<file path="config.mk">
export PLATFORM = sky130hd
export DESIGN_NAME = rtdct_front
export DESIGN_NICKNAME = d
export VERILOG_FILES = /design/src/hw/rtl/assert_macros.svh /design/src/hw/rtl/rtdct_pkg.sv /design/src/hw/rtl/rtdct_front.sv
export SDC_FILE = /design/constraint.sdc
export NUM_CORES = 1
export LEC_CHECK = 0
export BUFFER_PORTS_ARGS = -buffer_cell sky130_fd_sc_hd__buf_2
export CELL_PAD_IN_SITES_DETAIL_PLACEMENT = 1
export CELL_PAD_IN_SITES_GLOBAL_PLACEMENT = 1
export CORE_MARGIN = 3
export CORE_UTILIZATION = 49
export DETAILED_ROUTE_END_ITERATION = 6
export PLACE_DENSITY = 0.78
export SETUP_SLACK_MARGIN = 0.2
export SLEW_MARGIN = 10
export SYNTH_ARGS = -nofsm -noshare
export SYNTH_HDL_FRONTEND = slang
export SYNTH_SLANG_ARGS = --single-unit
</file>
<file path="constraint.sdc">
create_clock -name clk -period 4.5 [get_ports clk]
set_input_delay 0.225 -clock clk [delete_from_list [all_inputs] [get_ports clk]]
set_output_delay 0.225 -clock clk [all_outputs]
set_load 0.02 [all_outputs]
</file>
<file path="src/hw/rtl/assert_macros.svh">
// Assertion macros shared by the RTD converter RTL.
// Included by files that carry concurrent assertions; no other dependencies.
`ifndef ASSERT_MACROS_SVH
`define ASSERT_MACROS_SVH
`ifndef SYNTHESIS
`define RTDCT_ASSERT_IMPLIES(label, clk, rst_n, ante, cons) \
	label: assert property (@(posedge clk) disable iff (!rst_n) (ante) |-> (cons)) \
	else $error("rtd converter assertion failed");
`define RTDCT_ASSERT_NEVER(label, clk, rst_n, cond) \
	label: assert property (@(posedge clk) disable iff (!rst_n) !(cond)) \
	else $error("rtd converter assertion failed");
`else
`define RTDCT_ASSERT_IMPLIES(label, clk, rst_n, ante, cons)
`define RTDCT_ASSERT_NEVER(label, clk, rst_n, cond)
`endif
`endif

</file>
<file path="src/hw/rtl/rtdct_pkg.sv">
// Types and constants of the RTD code to temperature converter.
// Used by every module of the block; depends on nothing.
`default_nettype none
package rtdct_pkg;

	localparam int unsigned CODE_W     = 15;
	localparam int unsigned RES_W      = 24;
	localparam int unsigned TEMP_W     = 19;
	localparam int unsigned FB_W       = 8;
	localparam int unsigned FIFO_DEPTH = 4;
	localparam int unsigned FIFO_PTR_W = 2;
	localparam int unsigned SQ_IN_W    = 58;
	localparam int unsigned SQ_OUT_W   = 29;
	localparam int unsigned SQ_REM_W   = 30;
	localparam int unsigned DV_N_W     = 48;
	localparam int unsigned DV_D_W     = 31;
	localparam int unsigned DV_Q_W     = 20;

	localparam logic [26:0] FOURB      = 27'd90234375;
	localparam logic [26:0] QUAD2      = 27'd100000000;
	localparam logic [22:0] LIN2       = 23'd5000000;
	localparam logic [18:0] A_E8       = 19'd390830;
	localparam logic [47:0] BASE_100   = 48'd15274808890000;
	localparam logic [47:0] BASE_1000  = 48'd152748088900000;
	localparam logic [17:0] R0U_100    = 18'd25600;
	localparam logic [17:0] R0U_1000   = 18'd256000;
	localparam logic [9:0]  R0_100     = 10'd100;
	localparam logic [9:0]  R0_1000    = 10'd1000;
	localparam logic [30:0] LDEN_100   = 31'd7816600;
	localparam logic [30:0] LDEN_1000  = 31'd78166000;
	localparam logic [30:0] LHALF_100  = 31'd3908300;
	localparam logic [30:0] LHALF_1000 = 31'd39083000;
	localparam logic [18:0] T_MAX      = 19'd262143;
	localparam logic [23:0] REF_RESET  = 24'd110080;

	typedef enum logic [1:0] {
		ST_OK    = 2'd0,
		ST_FAULT = 2'd1,
		ST_RANGE = 2'd2
	} status_t;

	typedef enum logic {
		CFG_REF_RES     = 1'b0,
		CFG_SENSOR_KIND = 1'b1
	} cfg_idx_t;

	typedef struct packed {
		logic [23:0] ref_res;
		logic        kind;
	} cfg_t;

	typedef struct packed {
		logic [14:0] code;
		logic        fault;
		logic [7:0]  fbyte;
	} item_t;

	typedef struct packed {
		item_t       item;
		logic [23:0] res;
		logic        ge;
		logic        neg;
		logic [47:0] qnum;
		logic [41:0] lnum;
	} sq_tag_t;

	typedef struct packed {
		item_t       item;
		logic [23:0] res;
		logic        ge;
		logic        neg;
	} dv_tag_t;

	typedef struct packed {
		logic [14:0] raw_code;
		logic [23:0] resistance;
		logic [18:0] temperature;
		logic [7:0]  fault_code;
		status_t     status;
	} result_t;

endpackage
`default_nettype wire

</file>
<file path="src/hw/rtl/rtdct_front.sv">
// Front end: accepts items, forms the code and fault flag, and queues them.
// Depends on rtdct_pkg.
`default_nettype none
module rtdct_front (
	input  wire logic              clk,
	input  wire logic              arst_n,
	input  wire logic              s_tvalid,
	output logic                   s_tready,
	input  wire logic [23:0]       s_tdata,
	output logic                   q_valid,
	output rtdct_pkg::item_t       q_item,
	input  wire logic              q_pop
);

	rtdct_pkg::item_t                      mem_q [rtdct_pkg::FIFO_DEPTH];
	logic [rtdct_pkg::FIFO_PTR_W-1:0]      wr_ptr_q;
	logic [rtdct_pkg::FIFO_PTR_W-1:0]      rd_ptr_q;
	logic [rtdct_pkg::FIFO_PTR_W:0]        count_q;
	rtdct_pkg::item_t                      in_item;
	logic                                  push;
	logic                                  pop;

	always_comb begin
		in_item.code  = {s_tdata[7:0], s_tdata[15:9]};
		in_item.fault = s_tdata[8];
		in_item.fbyte = s_tdata[23:16];
	end

	assign s_tready = count_q != (rtdct_pkg::FIFO_PTR_W+1)'(rtdct_pkg::FIFO_DEPTH);
	assign q_valid  = count_q != '0;
	assign q_item   = mem_q[rd_ptr_q];
	assign push     = s_tvalid && s_tready;
	assign pop      = q_pop && q_valid;

	always_ff @(posedge clk) begin
		if (push) begin
			mem_q[wr_ptr_q] <= in_item;
		end
	end

	always_ff @(posedge clk or negedge arst_n) begin
		if (!arst_n) begin
			wr_ptr_q <= '0;
			rd_ptr_q <= '0;
			count_q  <= '0;
		end else begin
			if (push) begin
				wr_ptr_q <= wr_ptr_q + 1'b1;
			end
			if (pop) begin
				rd_ptr_q <= rd_ptr_q + 1'b1;
			end
			if (push && !pop) begin
				count_q <= count_q + 1'b1;
			end else if (pop && !push) begin
				count_q <= count_q - 1'b1;
			end
		end
	end

endmodule
`default_nettype wire

</file>
Word level (Yosys, flattened, before mapping)
Memory sizes are Yosys's and may differ from the RTL's.
Index checks and enable logic that the tools add are counted.
{ "classes": {"addsub": 4, "eq_ne": 1, "muxes": 4, "n_reduce_logical": 8} }
{ "op_table": {"columns": ["cell", "n"], "rows": [
  ["2-to-1 mux 3 bit", 2],
  ["adder 2 x 1 -> 2 bit, second input constant", 2],
  ["logical AND 1 bit", 4],
  ["adder 3 x 1 -> 3 bit, second input constant", 1],
  ["inequality test 3 bit, second input constant", 1],
  ["nonzero test 3 bit", 1],
  ["subtractor 3 x 1 -> 3 bit, second input constant", 1],
  ["zero test 1 bit", 2],
  ["2-to-1 mux 1 bit", 2],
  ["nonzero test 2 bit", 1]
]} }
{ "word_totals": {"ff_bits": 7, "mem_bits_rw": 96, "input_bits": 28, "output_inout_bits": 26, "elab_cells": 21, "n_memories": 1} }
{ "mem_list": {"columns": ["name", "depth", "word_bits", "read_ports", "rd_ports_with_merged_regs", "wr", "line", "source"], "rows": [
  ["mem_q", 4, 24, 1, 0, 1, "rtdct_front.sv:15", "rtdct_pkg::item_t mem_q [rtdct_pkg::FIFO_DEPTH];"]
]} }

Longest topological paths before layout
Gate-level depths: netlist (run 1).
{ "logic_depth": {"depth_word": 6, "mapped_depth": 8, "depth_no_buf": 8} }

Worst setup path after synthesis (run 1)
OpenSTA, ideal clock, no wires.
{ "synth_timing": {"path_type": "reg-to-reg", "start": "reg count_q[1] in the netlist's numbering", "end": "reg count_q[2] in the netlist's numbering", "setup_time_ns": 0.079, "arrival_ns": 2.008, "required_ns": 4.421, "slack_ns": 2.413, "path_stages_with_launch": 9, "path_buffers": 0, "synth_period_minus_slack_ns": 2.087, "path_cell_list": "dfrtp_1 or3_1 nand2_1 ha_1 inv_1 fa_1 xor2_1 nor2_1 xor2_1"} }
{ "synth_via": {"elab_chain_len": 5, "word_cells_on_any_way": 13, "classes_between": "2 x add/sub; 1 x eq/ne; 2 x mux; 8 x reduce/logical"} }
{ "synth_lines": {"columns": ["item", "line", "source"], "rows": [
  ["from (decl)", "rtdct_front.sv:18", "logic [rtdct_pkg::FIFO_PTR_W:0] count_q;"],
  ["from (signal assigned)", "rtdct_front.sv:54", "count_q <= count_q + 1'b1;"],
  ["from (signal assigned)", "rtdct_front.sv:56", "count_q <= count_q - 1'b1;"],
  ["nonzero test 3 bit *", "rtdct_front.sv:30", "assign q_valid = count_q != '0;"],
  ["named net q_valid", "rtdct_front.sv:10", "output logic q_valid,"],
  ["logical AND 1 bit *", "rtdct_front.sv:33", "assign pop = q_pop && q_valid;"],
  ["zero test 1 bit", "rtdct_front.sv:53", "if (push && !pop) begin"],
  ["logical AND 1 bit", "rtdct_front.sv:53", null],
  ["2-to-1 mux 3 bit or nonzero test 2 bit (tied branches)", null, null]
]} }
The timed path passes the listed nets; every way through them passes the cells marked *. The select of a mux whose other input is x is not followed.
A chain may end at the register's enable or synchronous reset.

==> results of run 1 <==
==> cell type report <==
class / instances / share of cell area, %
Timing Repair Buffer: 58 / 6.77
Clock buffer: 9 / 2.75
Multi-Input combinational cell: 49 / 17.4
Tap cell: 99 / 2.75
Sequential cell: 103 / 67.8
Inverter: 3 / 0.250
Clock inverter: 7 / 2.30
==> power by group <==
| part | total (µW) | internal (µW) | switching [µW] |
|---|---|---|---|
| logic | 889 | 413 | 477 |
| clock network | 639 | 321 | 318 |
| registers | 1450 | 1270 | 176 |
==> kinds of logic after synthesis <==
kind of cell	after synthesis	synth area share [%]
xor+xnor	6	1.34
simple gates	10	1.31
fa+ha+maj	6	2.11
flops	103	78.0
compound gates	1	0.287
mux	26	14.9
buf+inv	9	1.98
==> registers in the layout, summed over array words and instances (netlist names) <==
| signal | flops |
|---|---|
| wr_ptr_q | 2 |
| mem_q | 96 |
| rd_ptr_q | 2 |
| count_q | 3 |
==> cells in the mapped netlist <==
cell type	instances
mux4_1	6
fa_1	1
dfrtp_1	7
xnor2_1	4
nor2_1	2
mux2_2	2
or3_1	1
a21boi_2	1
nand3_1	1
and2_1	4
ha_1	5
inv_1	3
edfxtp_1	96
buf_12	2
buf_2	3
xor2_1	2
mux4_2	18
buf_6	1
nand2_1	2
==> metrics by stage <==
stage / area, µm² / hold WS (ns) / total power (µW) / util, %
final: 4510 / 0.0733 / 2980 / 60.3
after global routing: 4510 / 0.0619 / 3130 / 60.3
after CTS: 4510 / 0.0563 / 3020 / 60.3
after detailed placement: 4270 / 0.0728 / 2380 / 57.1
after global placement: 4270 / 0.0701 / 2350 / 57.1
after floorplan: 3920 / -0.0706 / 2110 / -
==> routing by layer <==
| metal | up-vias | share of wire (%) |
|---|---|---|
| li1 | 790 | - |
| met1 | 924 | 42 |
| met2 | 53 | 52 |
| met3 | 6 | 5.6 |
| met4 | 0 | 0.96 |
| met5 | - | 0 |
==> how the worst max path moves through the flow <==
stage	from	end
after global placement	count_q[1]	count_q[2]
after detailed placement	count_q[1]	count_q[2]
after CTS	rd_ptr_q[0]	q_item[22]
final	rd_ptr_q[0]	q_item[22]
after floorplan	count_q[1]	count_q[2]
after global routing	rd_ptr_q[0]	q_item[22]
==> cell usage in the layout (no fill, tap or decap) <==
master	count
nor2_1	2
or3_1	1
dfrtp_2	1
mux4_2	18
inv_1	3
xnor2_1	4
clkbuf_8	9
dfrtp_1	6
edfxtp_1	96
nand2_1	2
inv_8	2
nand3_1	1
clkinv_4	1
ha_1	5
clkinvlp_4	1
xor2_1	2
buf_4	4
and2_1	4
mux2_2	2
clkinv_2	1
bufinv_16	2
buf_2	53
dlygate4sd3_1	1
a21boi_2	1
mux4_1	6
fa_1	1
==> timing repair <==
action / CTS / global route
hold buffers: 1 / 0
hold endpoints to repair: 7 / 0
gates resized for setup: 0 / 0
==> results by group, run 1 <==
STA
  – Final setup TNS: 0 ns
  – Final hold violations: 0
  – Skew final: 0.0104 ns
  – Final worst slack: 2.13 ns
  – RSZ-0062 raised after global routing: no
  – Relative slew margins: 22.6%
  – Final Max Slew Viols: 0
  – Final period util: 52.7%
  – Fmax achieved: around 420 MHz
  – Minimum clock period after layout: between 2 and 2.5 ns
  – # setup viols final: 0
  – Worst-margin pin slew: 1.16 ns

Run
  – Max Cap Viol: 0

Floorplan
  – Initial Utilization: ~52%
  – Row count: 31
  – Core ar.: 7490 µm²
  – Die area: 9110 µm²
  – IO Count: 54
  – Chip width: approximately 95 µm
  – Vert. Die Dim: between 90 and 100 µm

Logic synthesis
  – Synth area leaders: edfxtp_1, mux4_2, dfrtp_1
  – Syn Inst Count: 161
  – Syn nets: 195
  – Mapped Area: between 3000 and 4000 µm²
  – Area fraction of the dominant cell type after synthesis: 73.6%
  – Register area share after synthesis: 78.0%
  – #FFs+latches synth: 103
  – Avg Cell Area, Syn: approximately 24 µm²
  – Post-synth top area cell: edfxtp_1
  – YS warnings: 0
  – Distinct cells, synth: 19

Layout
  – Area of the multi-input gates: just under 800 µm²
  – Fin cells: 328
  – Synthesis-to-finish area growth: 15.1%
  – FF/Latch Area: 3060 µm²
  – ANT cells: 0
  – Layout cell share with drive strength beyond 1: 41.5%
  – NumNets Final: 258
  – Fillers: 651

Clock tree
  – CTS Buf Count: 9
  – Register clock-pin slew on the reported worst setup and hold paths: approximately 0.1 ns
  – Clock Path Buffers: 2
  – CTS tree: built
  – Buffer count from post-CTS setup fixing: 0
  – Insertion delay to the later sink of the worst-skew pair: 0.36 ns
  – H-tree level count: 3
  – # clock sinks: 103
  – Clk root buf: clkbuf_8

GRT
  – Met2 usage: 26.3%
  – Met3 usage: roughly 4.2%
  – Antenna violations before repair: 0
  – Busiest grt layer: met2
  – Vias in the first global route: 1968
  – GR Layer Usage met1: about a fifth
  – Tot GR Track Use: approximately 16%
  – Remaining Overflow, GRT: 0
  – Largest net degree at the start of global routing: 27
  – First-pass GRT wire length: 10400 µm

Setup path
  – Cells on worst reg2reg path: 8
  – Critical Path Max Stage Delay: 0.92 ns
  – Flop2flop setup slack: 2.37 ns
  – Worst EP arrival: 2.15 ns
  – R2r startpoint: count_q[1]
  – Crit-path cells: mux4_1 > buf_2
  – CP Launch Type: flop
  – FF-to-FF End: count_q[2]
  – CP required: 4.28 ns
  – Critical Path Fanout Max: 26
  – Critical path buffers and inverters: 1
  – Largest delay contributor family on the critical path: flip-flops
  – WP depth: 2
  – CP Capture Type: output port
  – Crit path kind: flop to output port
  – Slowest CP cell: dfrtp_2

Place
  – # placed instances: 311
  – Final Wtd Congestion: 0.688
  – Pre-CTS setup slack: 2.37 ns
  – # port buffers: 53
  – DPL Wire Length: between 4000 and 5000 µm

Detailed routing
  – Routed WL per cell: 20.6 µm
  – Via count: 1773
  – Routed wire length: around 6800 µm
  – Starting DRT DRC Count: 93
  – Vias/cell: 5.41
  – Pre-Repair DR Iteration Count: 4
  – # DRC: 0
  – Antenna viol nets, final: 0

Pwr
  – Static Leak: 0.00159 µW
  – Largest vdd supply drop: 0.440 mV
  – Pwr per Cell Area: between 600 and 700 nW/µm²

Run status
  – Status: complete, no violations

Min path
  – HP Class: primary input to flop
  – Hold path depth: 1
  – Worst Hold Path EP: mem_q[2][6]
  – Worst hold path startpoint: s_tdata[22]
(Power assumes the default switching activity.)
==> run 2, diff against run 1 <==
clock period = 2.4 ns   (was 4.5 ns; I/O delays follow)
==> run 2 against run 1 <==
Wire length up 4.9%. Flip-flop and latch count unchanged. Global-route usage up 1.4 points. Utilization up 3.8 points. First-iteration DRC count up 6.5%. Setup slack worse by 1.8 ns. Cell count up 9.8%. Register-to-register slack worse by 2.0 ns. Sequential share of layout area down 4.0 points. Critical endpoint is now q_item[7]. Largest power group unchanged.
==> results by group, run 2 (synthesized netlist as in run 1, its figures left out) <==
GRT
  – Largest net degree at the start of global routing: 21 (-22%)
  – Vias in the first global route: 2150 (+9.2%)
  – First-pass GRT wire length: 11200 µm (+7.9%)
  – Antenna violations before repair: 0 (unchanged)
  – Remaining Overflow, GRT: 0 (unchanged)
  – Tot GR Track Use: 17.5% (+1.4 points)

Setup path
  – Crit path kind: flop to output port
  – CP Launch Type: flop
  – Critical Path Max Stage Delay: 0.60 ns (-0.32 ns)
  – CP Capture Type: output port
  – CP startpoint: rd_ptr_q[0]
  – Critical Path Fanout Max: 12 (-54%)
  – Slowest CP cell: dfrtp_2
  – R2r startpoint: count_q[1]
  – Worst EP arrival: 1.95 ns (-0.20 ns)
  – CP required: 2.28 ns (-2.00 ns)
  – Critical path buffers and inverters: 2 (+1)
  – Largest delay contributor family on the critical path: flip-flops
  – Crit-path cells: buf_4 > mux4_2 > buf_2

Run
  – Max Cap Viol: 0 (unchanged)

Place
  – DPL Wire Length: 4820 µm (+7.5%)
  – Pre-CTS setup slack: 0.263 ns (-2.11 ns)
  – # port buffers: 53 (unchanged)
  – # placed instances: 318 (+2.3%)
  – Final Wtd Congestion: 0.722 (+5.0%)

STA
  – Final worst slack: 0.325 ns (-1.80 ns)
  – Final period util: 86.5%
  – Final Max Slew Viols: 0 (unchanged)
  – Skew final: 0.0125 ns (+0.00214 ns)
  – Worst-margin pin slew: 0.361 ns (-0.800 ns)
  – Relative slew margins: 75.9% (+53 points)
  – Minimum clock period after layout: 2.07 ns
  – # setup viols final: 0 (unchanged)
  – RSZ-0062 raised after global routing: no
  – Final setup TNS: 0 ns (unchanged)
  – Final hold violations: 0 (unchanged)
  – Fmax achieved: a little under 500 MHz

Detailed routing
  – Routed wire length: 7100 µm (+4.9%)
  – Routed WL per cell: 19.7 µm (-4.4%)
  – Starting DRT DRC Count: 99 (+6.5%)
  – Antenna viol nets, final: 0 (unchanged)
  – # DRC: 0 (unchanged)
  – Pre-Repair DR Iteration Count: 4 (unchanged)
  – Via count: 1863 (+5.1%)
  – Vias/cell: 5.18 (-4.3%)

Layout
  – ANT cells: 0 (unchanged)
  – Commonest non-fill, non-tap cell in the layout: edfxtp_1
  – Max reg flops: 96 (unchanged)
  – Fillers: 648 (-0.46%)
  – Area of the multi-input gates: 801 µm² (+2.2%)
  – FF/Latch Area: 3060 µm² (about the same)
  – Most frequent cells in the layout: edfxtp_1, buf_2, dlygate4sd3_1
  – Synthesis-to-finish area growth: 22.3%
  – Fin cells: 360 (+9.8%)
  – Largest Register: mem_q
  – Layout cell share with drive strength beyond 1: 39.8% (-1.6 points)
  – NumNets Final: 290 (+12%)
  – Top flop regs: mem_q (96), count_q (3)

Min path
  – Worst hold path startpoint: q_pop
  – HP Class: primary input to flop

Clock tree
  – # clock sinks: 103 (unchanged)
  – Register clock-pin slew on the reported worst setup and hold paths: 0.09 ns (about the same)
  – Insertion delay to the later sink of the worst-skew pair: 0.36 ns (about the same)
  – H-tree level count: 3 (unchanged)
  – CTS tree: built
  – Clock Path Buffers: 2 (unchanged)
  – Clk root buf: clkbuf_8
  – CTS Buf Count: 9 (unchanged)

Pwr
  – Clock Power Share: 18.7% (-2.8 points)
  – Largest vdd supply drop: 0.611 mV (+39%)
  – Net Sw Power: 1810 µW (+87%)
  – Gate power share: 35.0% (+5.1 points)
  – Sw Share: 32.6% (about the same)
  – Int Power: 3750 µW (+87%)
  – Static Leak: 0.00172 µW (+7.9%)
  – Seq pwr share: 46.3% (-2.3 points)
  – Pwr per Cell Area: 1160 nW/µm² (+76%)

Run status
  – Status: complete, no violations

Floorplan
  – IO Count: 54 (unchanged)
  – Die area: 9110 µm² (unchanged)
  – Chip width: 95.4 µm (unchanged)
  – Core ar.: 7490 µm² (unchanged)
  – Vert. Die Dim: 95.4 µm (unchanged)
  – Row count: 31 (unchanged)
  – Initial Utilization: 52.3% (unchanged)
run 2: layout make-up:
type / instances / area share (%)
Clock buffer: 12 / 2.82
Clock inverter: 4 / 1.17
Inverter: 3 / 0.235
Multi-Input combinational cell: 49 / 16.7
Sequential cell: 103 / 63.8
Tap cell: 99 / 2.58
Timing Repair Buffer: 90 / 12.6
run 2: routing by layer:
metal  vias to the layer above  part of all wire [%]  GRT usage, %  wire length (µm)
met5                         -                     0             0                 0
met4                         0                   1.6          7.11               116
met3                        10                   4.0          4.18               283
met2                        42                    55          31.8              3910
met1                       959                    39          19.8              2790
li1                        852                     -             -                 -
run 2: power groups by stage:
stage               clock [µW]  sequential, µW  combinational, µW
finish                    1040            2570               1950
global route              1130            2620               2110
CTS                       1060            2580               1950
detailed placement           0            2620               1920
global placement             0            2590               1860
floorplan                    0            2510               1440
run 2: tightest hold or removal path: cells and delay by family:
kind | cells | cell delay, ns
AND/OR/NAND/NOR | 1 | 0.08
XOR/XNOR | 1 | 0.07
buffers and inverters | 1 | 0.12
run 2: path summary, 6_finish.rpt:
kind / slack (ns) / to / cells after the start
min reg2reg: 0.53 / count_q[0] / 1
max: 0.33 / q_item[7] / 3
max reg2reg: 0.34 / count_q[2] / 8
min in group asynchronous: 0.12 / rd_ptr_q[1] / 2
min: 0.07 / rd_ptr_q[0] / 3
max in group asynchronous: 2.10 / count_q[0] / 2
run 2: stage by stage:
stage | utilization [%] | power, µW | cell area (µm²) | hold slack (ns)
finish | 64.0 | 5560 | 4790 | 0.0717
global placement | 57.8 | 4440 | 4330 | -0.0347
detailed placement | 57.8 | 4540 | 4330 | -0.0287
global route | 64.0 | 5860 | 4790 | 0.0668
CTS | 63.7 | 5590 | 4770 | 0.0833
floorplan | - | 3950 | 3920 | -0.176
run 2: timing repair:
action,in CTS,in global routing
hold buffers,25,0
endpoints found under the hold margin,103,0
gates resized for setup,0,5
buffers inserted,0,1
endpoints found under the setup margin,0,2
==> run 3, diff against run 2 <==
ABC_AREA = 1   (was not set)
CORE_UTILIZATION = 47   (was 49)
PLACE_DENSITY = 0.79   (was 0.78)
TNS_END_PERCENT = 10   (was not set)
==> run 3 against run 2 <==
Global-route usage increased by 0.46 points. First-iteration DRC count increased by 24%. Combinational power increased by 38%. Synthesized cell count increased by 110%. Cell count increased by 48%. Flip-flop and latch count unchanged. Setup slack improved by 0.17 ns. Critical path depth increased by 1.
==> results by group, run 3 <==
GRT
  – Met3 usage: 3.99% (-0.19 points)
  – Tot GR Track Use: 18.0% (+0.46 points)
  – Largest net degree at the start of global routing: 57 (+170%)
  – Busiest grt layer: met2
  – Vias in the first global route: 2835 (+32%)
  – First-pass GRT wire length: 14200 µm (+26%)
  – GR Layer Usage met1: 22.9% (+3.0 points)
  – Remaining Overflow, GRT: 0 (unchanged)
  – Met2 usage: 31.4% (-0.40 points)
  – Antenna violations before repair: 0 (unchanged)

Logic synthesis
  – Avg Cell Area, Syn: 13.0 µm² (-47%)
  – Number of synthesized flops with an enable pin: 96 (unchanged)
  – #FFs+latches synth: 103 (unchanged)
  – YS warnings: 0 (unchanged)
  – Syn nets: 373 (+91%)
  – Distinct cells, synth: 19 (unchanged)
  – Register area share after synthesis: 69.4% (-8.7 points)
  – Cell with the most instances after synthesis: edfxtp_1
  – Post-synth top area cell: edfxtp_1
  – Mapped Area: 4410 µm² (+12%)
  – Syn Inst Count: 339 (+110%)
  – Post-synth ARST share: 6.80% (unchanged)
  – Area fraction of the dominant cell type after synthesis: 65.4% (-8.2 points)
  – Most frequent cells after synthesis: edfxtp_1, nand2_1, inv_1
  – Ys flop type: edfxtp_1
  – Synth area leaders: edfxtp_1, o211ai_2, nand2_1

Setup path
  – Critical path buffers and inverters: 2 (unchanged)
  – CP startpoint: rd_ptr_q[1]
  – CP required: 2.28 ns (about the same)
  – CP Capture Type: output port
  – CP Launch Type: flop
  – Critical Path Max Stage Delay: 0.53 ns (-0.07 ns)
  – Largest delay contributor family on the critical path: buffers and inverters
  – Worst EP arrival: 1.78 ns (-0.17 ns)
  – R2r startpoint: count_q[0]
  – Crit path kind: flop to output port
  – Slowest CP cell: dfrtp_1
  – Critical Path Fanout Max: 25 (+13)
  – Crit-path cells: inv_4 > o211ai_2 > nand2_1 > buf_2

STA
  – Fmax achieved: 526 MHz (+9.1%)
  – # setup viols final: 0 (unchanged)
  – Relative slew margins: 68.7% (-7.2 points)
  – Final setup TNS: 0 ns (unchanged)
  – Worst-margin pin slew: 0.470 ns (+0.108 ns)
  – Final Max Slew Viols: 0 (unchanged)
  – Final hold violations: 0 (unchanged)
  – Final period util: 79.2% (-7.2 points)
  – Skew final: 0.00858 ns (-0.00391 ns)
  – RSZ-0062 raised after global routing: no
  – Minimum clock period after layout: 1.90 ns (-0.174 ns)

Pwr
  – Static Leak: 0.00221 µW (+28%)
  – Seq pwr share: 40.4% (-5.9 points)
  – Sw Share: 40.2% (+7.5 points)
  – Pwr per Cell Area: 1190 nW/µm² (+2.4%)
  – Largest vdd supply drop: 0.770 mV (+26%)
  – Gate power share: 42.9% (+7.9 points)
  – Net Sw Power: 2530 µW (+39%)
  – Int Power: 3770 µW (+0.59%)
  – Clock Power Share: 16.6% (-2.1 points)

Clock tree
  – Register clock-pin slew on the reported worst setup and hold paths: 0.09 ns (about the same)
  – Clk root buf: clkbuf_8
  – H-tree level count: 3 (unchanged)
  – Clock Path Buffers: 2 (unchanged)
  – # clock sinks: 103 (unchanged)
  – Buffer count from post-CTS setup fixing: 0 (unchanged)
  – PostCTS Resize Cnt: 0 (unchanged)
  – Insertion delay to the later sink of the worst-skew pair: 0.35 ns (about the same)
  – CTS tree: built
  – Hold-fix buffers, CTS: 25 (unchanged)
  – CTS Buf Count: 9 (unchanged)

Min path
  – Worst hold path startpoint: q_pop
  – HP Class: primary input to flop

Layout
  – Top flop regs: mem_q (96), count_q (3)
  – Max reg flops: 96 (unchanged)
  – ANT cells: 0 (unchanged)
  – Largest Register: mem_q
  – NumNets Final: 455 (+57%)
  – Most frequent cells in the layout: edfxtp_1, nand2_1, inv_1, buf_2, o211ai_2
  – Synthesis-to-finish area growth: 20.2%
  – Layout cell share with drive strength beyond 1: 27.7% (-12 points)
  – Fillers: 924 (+43%)
  – Commonest non-fill, non-tap cell in the layout: edfxtp_1
  – Cell area after layout: 5300 µm² (+11%)

Run
  – Max Cap Viol: 0 (unchanged)

Floorplan
  – Row count: 34 (+9.7%)
  – Die area: 10600 µm² (+16%)
  – Initial Utilization: 49.3% (-3.0 points)
  – Core ar.: 8930 µm² (+19%)
  – IO Count: 54 (unchanged)
  – Vert. Die Dim: 103 µm (+7.8%)
  – Chip width: 103 µm (+7.8%)

Detailed routing
  – Routed WL per cell: 17.0 µm (-14%)
  – Antenna viol nets, final: 0 (unchanged)
  – # DRC: 0 (unchanged)
  – Routed wire length: 9050 µm (+27%)
  – Pre-Repair DR Iteration Count: 4 (unchanged)
  – Starting DRT DRC Count: 123 (+24%)
  – Via count: 2684 (+44%)
  – Vias/cell: 5.03 (-2.9%)

Place
  – Cell Area, Placed: 4860 µm² (+12%)
  – DPL Wire Length: 5810 µm (+20%)
  – # port buffers: 53 (unchanged)
  – Final Wtd Congestion: 0.728 (+0.87%)

Run status
  – Status: complete, no violations
run 3: changes by cell type in the layout (fill, tap and decap cells not counted), sizes merged, moves of 2 or more:
| cell | before | now |
|---|---|---|
| nor2 | 2 | 4 |
| buf | 65 | 61 |
| clkinvlp | 0 | 2 |
| mux2 | 2 | 0 |
| xor2 | 2 | 0 |
| inv | 3 | 62 |
| o211ai | 0 | 48 |
| xnor2 | 4 | 1 |
| and2 | 4 | 0 |
| mux4 | 24 | 0 |
| nand2 | 2 | 89 |
| nand3 | 1 | 7 |
run 3: cells by family (layout without fill, tap and decap cells):
| group | count (synthesis) | after routing | share of synthesized area, % |
|---|---|---|---|
| DFF | 103 | 103 | 69.4 |
| adders and majority gates | 6 | 6 | 1.87 |
| and+or+nand+nor | 101 | 101 | 8.86 |
| AOI/OAI and AO/OA | 49 | 49 | 11.6 |
| buffers and inverters | 79 | 166 | 8.12 |
| xor gates and xnor gates | 1 | 1 | 0.199 |
run 3: through the flow:
| stage | std cells | hold WS [ns] | util, % | setup slack, ns | power [µW] |
|---|---|---|---|---|---|
| global route | 534 | 0.0608 | 59.3 | 0.370 | 6720 |
| global placement | 493 | -0.0318 | 54.4 | 0.691 | 5160 |
| detailed placement | 493 | -0.0362 | 54.4 | 0.545 | 5290 |
| floorplan | 339 | -0.176 | - | 0.0323 | 4440 |
| finish | 534 | 0.0545 | 59.3 | 0.499 | 6300 |
| CTS | 534 | 0.0321 | 59.3 | 0.460 | 6380 |
run 3: path summary, 6_finish.rpt:
path	endpoint	slack (ns)	depth (start not counted)
setup / recovery	q_item[9]	0.50	4
hold / removal	rd_ptr_q[0]	0.05	3
setup reg to reg	count_q[2]	0.54	10
hold reg to reg	count_q[2]	0.55	2
max in group asynchronous	wr_ptr_q[1]	2.13	2
min in group asynchronous	count_q[2]	0.12	2
run 3: worst register-to-register path: stages (launching register included):
cell     delay (ns)
dfrtp_1        0.45
inv_2          0.08
nand3_1        0.17
nand2_1        0.15
ha_1           0.18
inv_1          0.07
fa_1           0.39
nand2_1        0.11
nand3_1        0.08
nand2_1        0.06
nand2_1        0.04
run 3: layer usage:
layer,vias up,part of all wire (%)
li1,1319,-
met1,1310,44
met2,44,52
met3,11,2.7
met4,0,0.96
met5,-,0
run 3: power by group through the flow:
| stage | Combinational [µW] | Sequential [µW] | Clock (µW) |
|---|---|---|---|
| floorplan | 1910 | 2530 | 0 |
| detailed placement | 2700 | 2580 | 0 |
| finish | 2700 | 2550 | 1050 |
| CTS | 2760 | 2550 | 1070 |
| global placement | 2600 | 2560 | 0 |
| global route | 2990 | 2580 | 1150 |
run 3: cell type report:
| cell class | instances | area, µm² | share of cell area (%) |
|---|---|---|---|
| inverter | 64 | 244 | 4.60 |
| tap | 108 | 135 | 2.55 |
| clock buffer | 11 | 131 | 2.48 |
| sequential | 103 | 3060 | 57.7 |
| timing repair buffer | 86 | 651 | 12.3 |
| multi-input combinational | 157 | 1020 | 19.3 |
| clock inverter | 5 | 58.8 | 1.11 |
